**config.mk**
```make
export PLATFORM = sky130hd
export DESIGN_NAME = utf8_to_code_point_decoder_unit
export DESIGN_NICKNAME = d
export VERILOG_FILES = /design/src/design/u8cp_pkg.sv /design/src/design/utf8_to_code_point_decoder_unit.sv
export SDC_FILE = /design/constraint.sdc
export NUM_CORES = 1
export LEC_CHECK = 0
export BUFFER_PORTS_ARGS = -buffer_cell sky130_fd_sc_hd__buf_4
export CORE_MARGIN = 10
export CORE_UTILIZATION = 60
export CTS_BUF_LIST = sky130_fd_sc_hd__clkbuf_4 sky130_fd_sc_hd__clkbuf_8 sky130_fd_sc_hd__clkbuf_16
export DETAILED_ROUTE_END_ITERATION = 10
export PLACE_DENSITY = 0.91
export SKIP_CTS_REPAIR_TIMING = 1
export SLEW_MARGIN = 0
export SYNTH_ARGS = -nofsm -noshare
export SYNTH_HDL_FRONTEND = slang
export SYNTH_SLANG_ARGS = --single-unit
export TNS_END_PERCENT = 10
```
**constraint.sdc**
```tcl
create_clock -name clk_i -period 10.4 [get_ports clk_i]
set_clock_uncertainty 0.15 [all_clocks]
set_input_delay 0 -clock clk_i [delete_from_list [all_inputs] [get_ports clk_i]]
set_output_delay 0 -clock clk_i [all_outputs]
set_load 0.02 [all_outputs]
```
**src/design/u8cp_pkg.sv**
```systemverilog
// package for the utf-8 to code point decoder
// holds the beat types and the decoding constants; no dependencies
package u8cp_pkg;

  localparam int unsigned ByteW    = 8;
  localparam int unsigned UnitW    = 31;
  localparam int unsigned PendingW = 3;

  localparam logic [UnitW-1:0] SuppStart   = 31'h0001_0000;
  localparam logic [UnitW-1:0] UnicodeMax  = 31'h0010_ffff;
  localparam logic [15:0]      HighOffset  = 16'hd7c0;
  localparam logic [15:0]      LowOffset   = 16'hdc00;
  localparam logic [9:0]       LowMask     = 10'h3ff;

  localparam logic [ByteW-1:0] LeadAscii = 8'h80;
  localparam logic [ByteW-1:0] LeadThree = 8'he0;
  localparam logic [ByteW-1:0] LeadFour  = 8'hf0;
  localparam logic [ByteW-1:0] LeadFive  = 8'hf8;
  localparam logic [ByteW-1:0] LeadSix   = 8'hfc;
  localparam logic [ByteW-1:0] LeadBad   = 8'hfe;

  typedef struct packed {
    logic [ByteW-1:0] byte_value;
    logic             last_byte;
  } in_beat_t;

  typedef struct packed {
    logic [UnitW-1:0] code_unit;
    logic             is_error;
    logic             last_of_run;
    logic             string_done;
  } out_beat_t;

endpackage

```
**src/design/utf8_to_code_point_decoder_unit.sv**
```systemverilog
// utf-8 to code point decoder, top level
// byte decoding, state registers and a two-beat result buffer; uses u8cp_pkg
//
// usage
//   input channel (in_valid_i, in_stall_o, in_data_i): one byte of a utf-8 string
//   per beat with a last_byte mark. output channel (out_valid_o, out_stall_i,
//   out_data_o): code points, or utf-16 units when utf16_output is set, plus
//   error and end-of-string flags. config channel (cfg_valid_i, cfg_ready_o,
//   cfg_data_i) writes the utf16_output bit, always ready; write it only while
//   the block is idle.
//   a byte is decoded in the cycle it is accepted and its results sit in the
//   result buffer from the next cycle.
//   throughput is one byte per cycle while the output does not stall; a byte that
//   gives a surrogate pair holds the input, as the two-entry result buffer must
//   drain to one entry that is being popped before the next byte is taken.
//   while out_stall_i is high the head result holds and the input stalls as
//   long as any result waits in the buffer.
//   reset clears the decoder state and the config bit and empties the buffer.
module utf8_to_code_point_decoder_unit (
  input  logic                clk_i,
  input  logic                rst_ni,
  input  logic                in_valid_i,
  output logic                in_stall_o,
  input  u8cp_pkg::in_beat_t  in_data_i,
  output logic                out_valid_o,
  input  logic                out_stall_i,
  output u8cp_pkg::out_beat_t out_data_o,
  input  logic                cfg_valid_i,
  output logic                cfg_ready_o,
  input  logic                cfg_data_i
);

  localparam int unsigned UnitW = u8cp_pkg::UnitW;
  localparam int unsigned PendW = u8cp_pkg::PendingW;

  logic             utf16_q;
  logic [PendW-1:0] pend_q, pend_d;
  logic [UnitW-1:0] pv_q, pv_d;
  logic             skip_q, skip_d;

  u8cp_pkg::out_beat_t ent_q [2];
  u8cp_pkg::out_beat_t ent_d [2];
  logic [1:0]          cnt_q, cnt_d;

  u8cp_pkg::out_beat_t res0, res1;
  logic [1:0]          nres;
  logic                emit, err;
  logic [UnitW-1:0]    cp;
  logic [PendW-1:0]    pend_dec;
  logic [UnitW-1:0]    pv_shift;
  logic [7:0]          b;
  logic                last;
  logic [15:0]         hi_unit, lo_unit;
  logic                pop, accept;

  assign b    = in_data_i.byte_value;
  assign last = in_data_i.last_byte;

  assign pend_dec = pend_q - PendW'(1);
  assign pv_shift = {pv_q[UnitW-7:0], b[5:0]};
  assign hi_unit  = 16'(cp[20:10]) + u8cp_pkg::HighOffset;
  assign lo_unit  = 16'(cp[9:0] & u8cp_pkg::LowMask) + u8cp_pkg::LowOffset;

  always_comb begin
    pend_d = pend_q;
    pv_d   = pv_q;
    skip_d = skip_q;
    emit   = 1'b0;
    err    = 1'b0;
    cp     = '0;
    res0   = '0;
    res1   = '0;
    nres   = 2'd0;

    if (skip_q) begin
      if (last) begin
        skip_d = 1'b0;
      end
    end else if (pend_q != '0) begin
      pend_d = pend_dec;
      pv_d   = pv_shift;
      if (pend_dec == '0) begin
        pv_d = '0;
        emit = 1'b1;
        cp   = pv_shift;
      end else if (last) begin
        err = 1'b1;
      end
    end else begin
      priority if (b < u8cp_pkg::LeadAscii) begin
        emit = 1'b1;
        cp   = UnitW'(b);
      end else if (b < u8cp_pkg::LeadThree) begin
        pend_d = PendW'(1);
        pv_d   = UnitW'(b & 8'h1f);
        err    = last;
      end else if (b < u8cp_pkg::LeadFour) begin
        pend_d = PendW'(2);
        pv_d   = UnitW'(b & 8'h0f);
        err    = last;
      end else if (b < u8cp_pkg::LeadFive) begin
        pend_d = PendW'(3);
        pv_d   = UnitW'(b & 8'h07);
        err    = last;
      end else if (b < u8cp_pkg::LeadSix) begin
        pend_d = PendW'(4);
        pv_d   = UnitW'(b & 8'h03);
        err    = last;
      end else if (b < u8cp_pkg::LeadBad) begin
        pend_d = PendW'(5);
        pv_d   = UnitW'(b & 8'h01);
        err    = last;
      end else begin
        err = 1'b1;
      end
    end

    if (emit) begin
      if (!utf16_q || cp < u8cp_pkg::SuppStart) begin
        res0.code_unit   = cp;
        res0.last_of_run = 1'b1;
        res0.string_done = last;
        nres             = 2'd1;
      end else if (cp <= u8cp_pkg::UnicodeMax) begin
        res0.code_unit   = UnitW'(hi_unit);
        res1.code_unit   = UnitW'(lo_unit);
        res1.last_of_run = 1'b1;
        res1.string_done = last;
        nres             = 2'd2;
      end else begin
        err = 1'b1;
      end
    end

    if (err) begin
      pend_d           = '0;
      pv_d             = '0;
      skip_d           = !last;
      res0             = '0;
      res0.is_error    = 1'b1;
      res0.last_of_run = 1'b1;
      res0.string_done = 1'b1;
      nres             = 2'd1;
    end
  end

  // result buffer
  assign out_valid_o = cnt_q != 2'd0;
  assign out_data_o  = ent_q[0];
  assign pop         = out_valid_o && !out_stall_i;
  assign in_stall_o  = !((cnt_q == 2'd0) || (cnt_q == 2'd1 && pop));
  assign accept      = in_valid_i && !in_stall_o;
  assign cfg_ready_o = 1'b1;

  always_comb begin
    ent_d = ent_q;
    cnt_d = cnt_q;
    if (accept) begin
      ent_d[0] = res0;
      ent_d[1] = res1;
      cnt_d    = nres;
    end else if (pop) begin
      ent_d[0] = ent_q[1];
      cnt_d    = cnt_q - 2'd1;
    end
  end

  always_ff @(posedge clk_i or negedge rst_ni) begin
    if (!rst_ni) begin
      utf16_q <= 1'b0;
      pend_q  <= '0;
      pv_q    <= '0;
      skip_q  <= 1'b0;
      cnt_q   <= 2'd0;
    end else begin
      if (cfg_valid_i && cfg_ready_o) begin
        utf16_q <= cfg_data_i;
      end
      if (accept) begin
        pend_q <= pend_d;
        pv_q   <= pv_d;
        skip_q <= skip_d;
      end
      cnt_q <= cnt_d;
    end
  end

  always_ff @(posedge clk_i) begin
    ent_q <= ent_d;
  end

endmodule

```
==> reports/results.ini <==
[power_and_ir_drop]
swShare_pct=40.3
p_int_mw=0.752
power_switching_mw=0.507
power_frac_comb_pct=40.0
cellPowerDensity_mw_per_mm2=279
power_frac_seq_pct=43.0
clkPwrFrac_pct=17.0
p_total_mw=1.26
ir_worst_vdd_uv=205
p_leak_nw=1.91

[grt]
grt.met1_usage_pct=24.3
grt_max_degree=35
grt_usage_pct=18.4
use_met3_pct=4.70
antenna_found_initial=0
grt_overflow=0
grt_pass1_wl_mm=14.8
grt.busiest_layer=met2
use_met2_pct=29.1
grt_pass1_vias=2772

[die]
io_pins=52
die_h_um=101
core_mm2=0.00639
chipWidth_um=101
die_area_mm2=0.0103
start_util_pct=62.3
fp-row-count=29

[yosys]
synthCells=352
synth_seq_area_share_pct=55.6
ys_ff_latch=79
ys.flop_type=edfxtp_1
yosysWarnings=0
synth_edf_count=47
syn_area_per_cell_um2=11.3
syn_area_mm2=0.00398
synth.distinct_cells=56
synthArstFlopShare_pct=40.5
synth_fp_nets=374

[cells_and_area]
final_common_cell=buf_4
finalNetCount=404
final_cell_mix=buf_4 (55), edfxtp_1 (47), dfrtp_1 (32)
drive_above_1_share_pct=21.4
stdcell_area_mm2=0.00451
finalNonFillerCells=464
syn_to_final_growth_pct=13.3
diodes=0

[place]
placed_cells=431
post_dp_cell_area_mm2=0.00414
globalplace.congestion=0.869
detailed_place_hpwl_mm=6.39
io_buffers=50

[clock_tree]
numCtsBuffers=9
htree_num_levels=3
clock_latency_ps=350
cts_tree=done
path_clk_slew_ps=80
clock-sinks=79
cts_root_buf=clkbuf_8
clockBufferDepth=2

[hold_path]
holdCritPathClass=input pin to flop

[sta]
worstMarginPinSlew_ps=1130
maxSlewViolCount=0
setup-tns-final_ps=0
post-route-min-period_ps=3840
setup_viol=0
period_share_pct=36.9
rsz0062_at_grt=false
slew_headroom_pct=24.1
max_freq_ghz=0.260
hold_viol_final=0

[flow_run]
maxCapViolCount=0

[detailed_routing]
routed_via_density=6.32
drt-initial-drc-count=345
drt_pass1_iterations=5
route.final.wire_length_mm=9.63
drc_errors=0
detail-route-antenna-nets=0
vias=2934
wl_per_cell_um=20.7

[setup_path]
critPathRequiredTime_ps=10350
cp-end-kind=flop
critical_path_class=flop to flop
crit_fanout=25
startpoint_type=flop
arrival_ps=3790

[run_status]
status=finished, final reports clean

## critical path, stage by stage (launching register included)
cell and delay, ps:
dfrtp_1 390, inv_1 70, ha_1 250, or4b_4 570, a21oi_1 700, nand2_1 280, ha_1 280, o2111ai_1 140
or4_4 220, a21oi_4 150, a22oi_1 290, o21ai_0 110
## state kept, by name, indices dropped and copies added, names as in the netlist
| register | flops |
|---|---|
| ent_q | 13 |
| utf16_q | 1 |
| out_data_o | 34 |
| cnt_q | 2 |
| pend_q | 3 |
| pv_q | 25 |
| skip_q | 1 |
## metrics by stage
stage | util (%) | setup slack [ps] | hold WS, ps
3_3_place_gp | 64.9 | 6670 | -188
5_1_grt | 70.6 | 6290 | 34.3
2_1_floorplan | - | 7050 | -446
4_1_cts | 67.7 | 6620 | -562
6_report | 70.6 | 6560 | 21.3
3_5_place_dp | 64.9 | 6630 | -189
## cells by family (layout without fill, tap and decap cells)
family	count (synthesis)	after routing	share of synthesized area [%]
and+or+nand+nor	105	105	14.3
AOI/OAI and AO/OA	92	92	17.2
DFF	79	79	55.6
buffers and inverters	64	99	9.63
adders and majority gates	7	7	2.20
xor gates and xnor gates	2	2	0.441
muxes	2	2	0.566
other	1	1	0.0943
## per-layer routing
layer  part of all wire, %  up-vias
met5                     0        -
met4                   2.1        0
met3                   7.4       19
met2                    49      146
met1                    41     1449
li1                      -     1320
## power groups by stage
stage | clock network [mW] | logic [mW] | registers, mW
after floorplan | 0 | 0.394 | 0.506
after global placement | 0 | 0.471 | 0.539
after detailed placement | 0 | 0.482 | 0.544
after CTS | 0.214 | 0.486 | 0.538
after global routing | 0.228 | 0.549 | 0.553
final | 0.214 | 0.504 | 0.541
## synth_stat cells, drive strengths merged, types with 11 or more instances
library cell,count,area (um^2)
a21oi,13,76.3
a22o,22,193
and2,14,87.6
and3,14,87.6
buf,39,289
clkbuf,14,52.6
dfrtp,32,801
edfxtp,47,1410
inv,11,41.3
nand2,29,111
nor2,13,48.8
o21ai,22,110
## cell type report
class                           count  area, um^2
Sequential cell                    79        2210
Clock inverter                      3        21.3
Tap cell                           77        96.3
Timing Repair Buffer               72         593
Inverter                           11        41.3
Multi-Input combinational cell    209        1380
Fill cell                         426        1880
Clock buffer                       13         160
## final timing paths
path | startpoint | end | slack (ps) | cells past startpoint
min in group asynchronous | rst_ni | pv_q[3]$_DFFE_PN0P_ | 380 | 3
hold reg to reg | pend_q[1]$_DFFE_PN0P_ | pend_q[1]$_DFFE_PN0P_ | 340 | 2
setup / recovery | pend_q[0]$_DFFE_PN0P_ | out_data_o[5]$_DFFE_PP_ | 6560 | 11
setup reg to reg | pend_q[0]$_DFFE_PN0P_ | out_data_o[5]$_DFFE_PP_ | 6560 | 11
hold / removal | in_data_i[7] | ent_q[9]$_SDFFCE_PP0P_ | 20 | 3
max in group asynchronous | rst_ni | pv_q[10]$_DFFE_PN0P_ | 9370 | 4
Note: power is estimated with default switching activity, not from simulation.
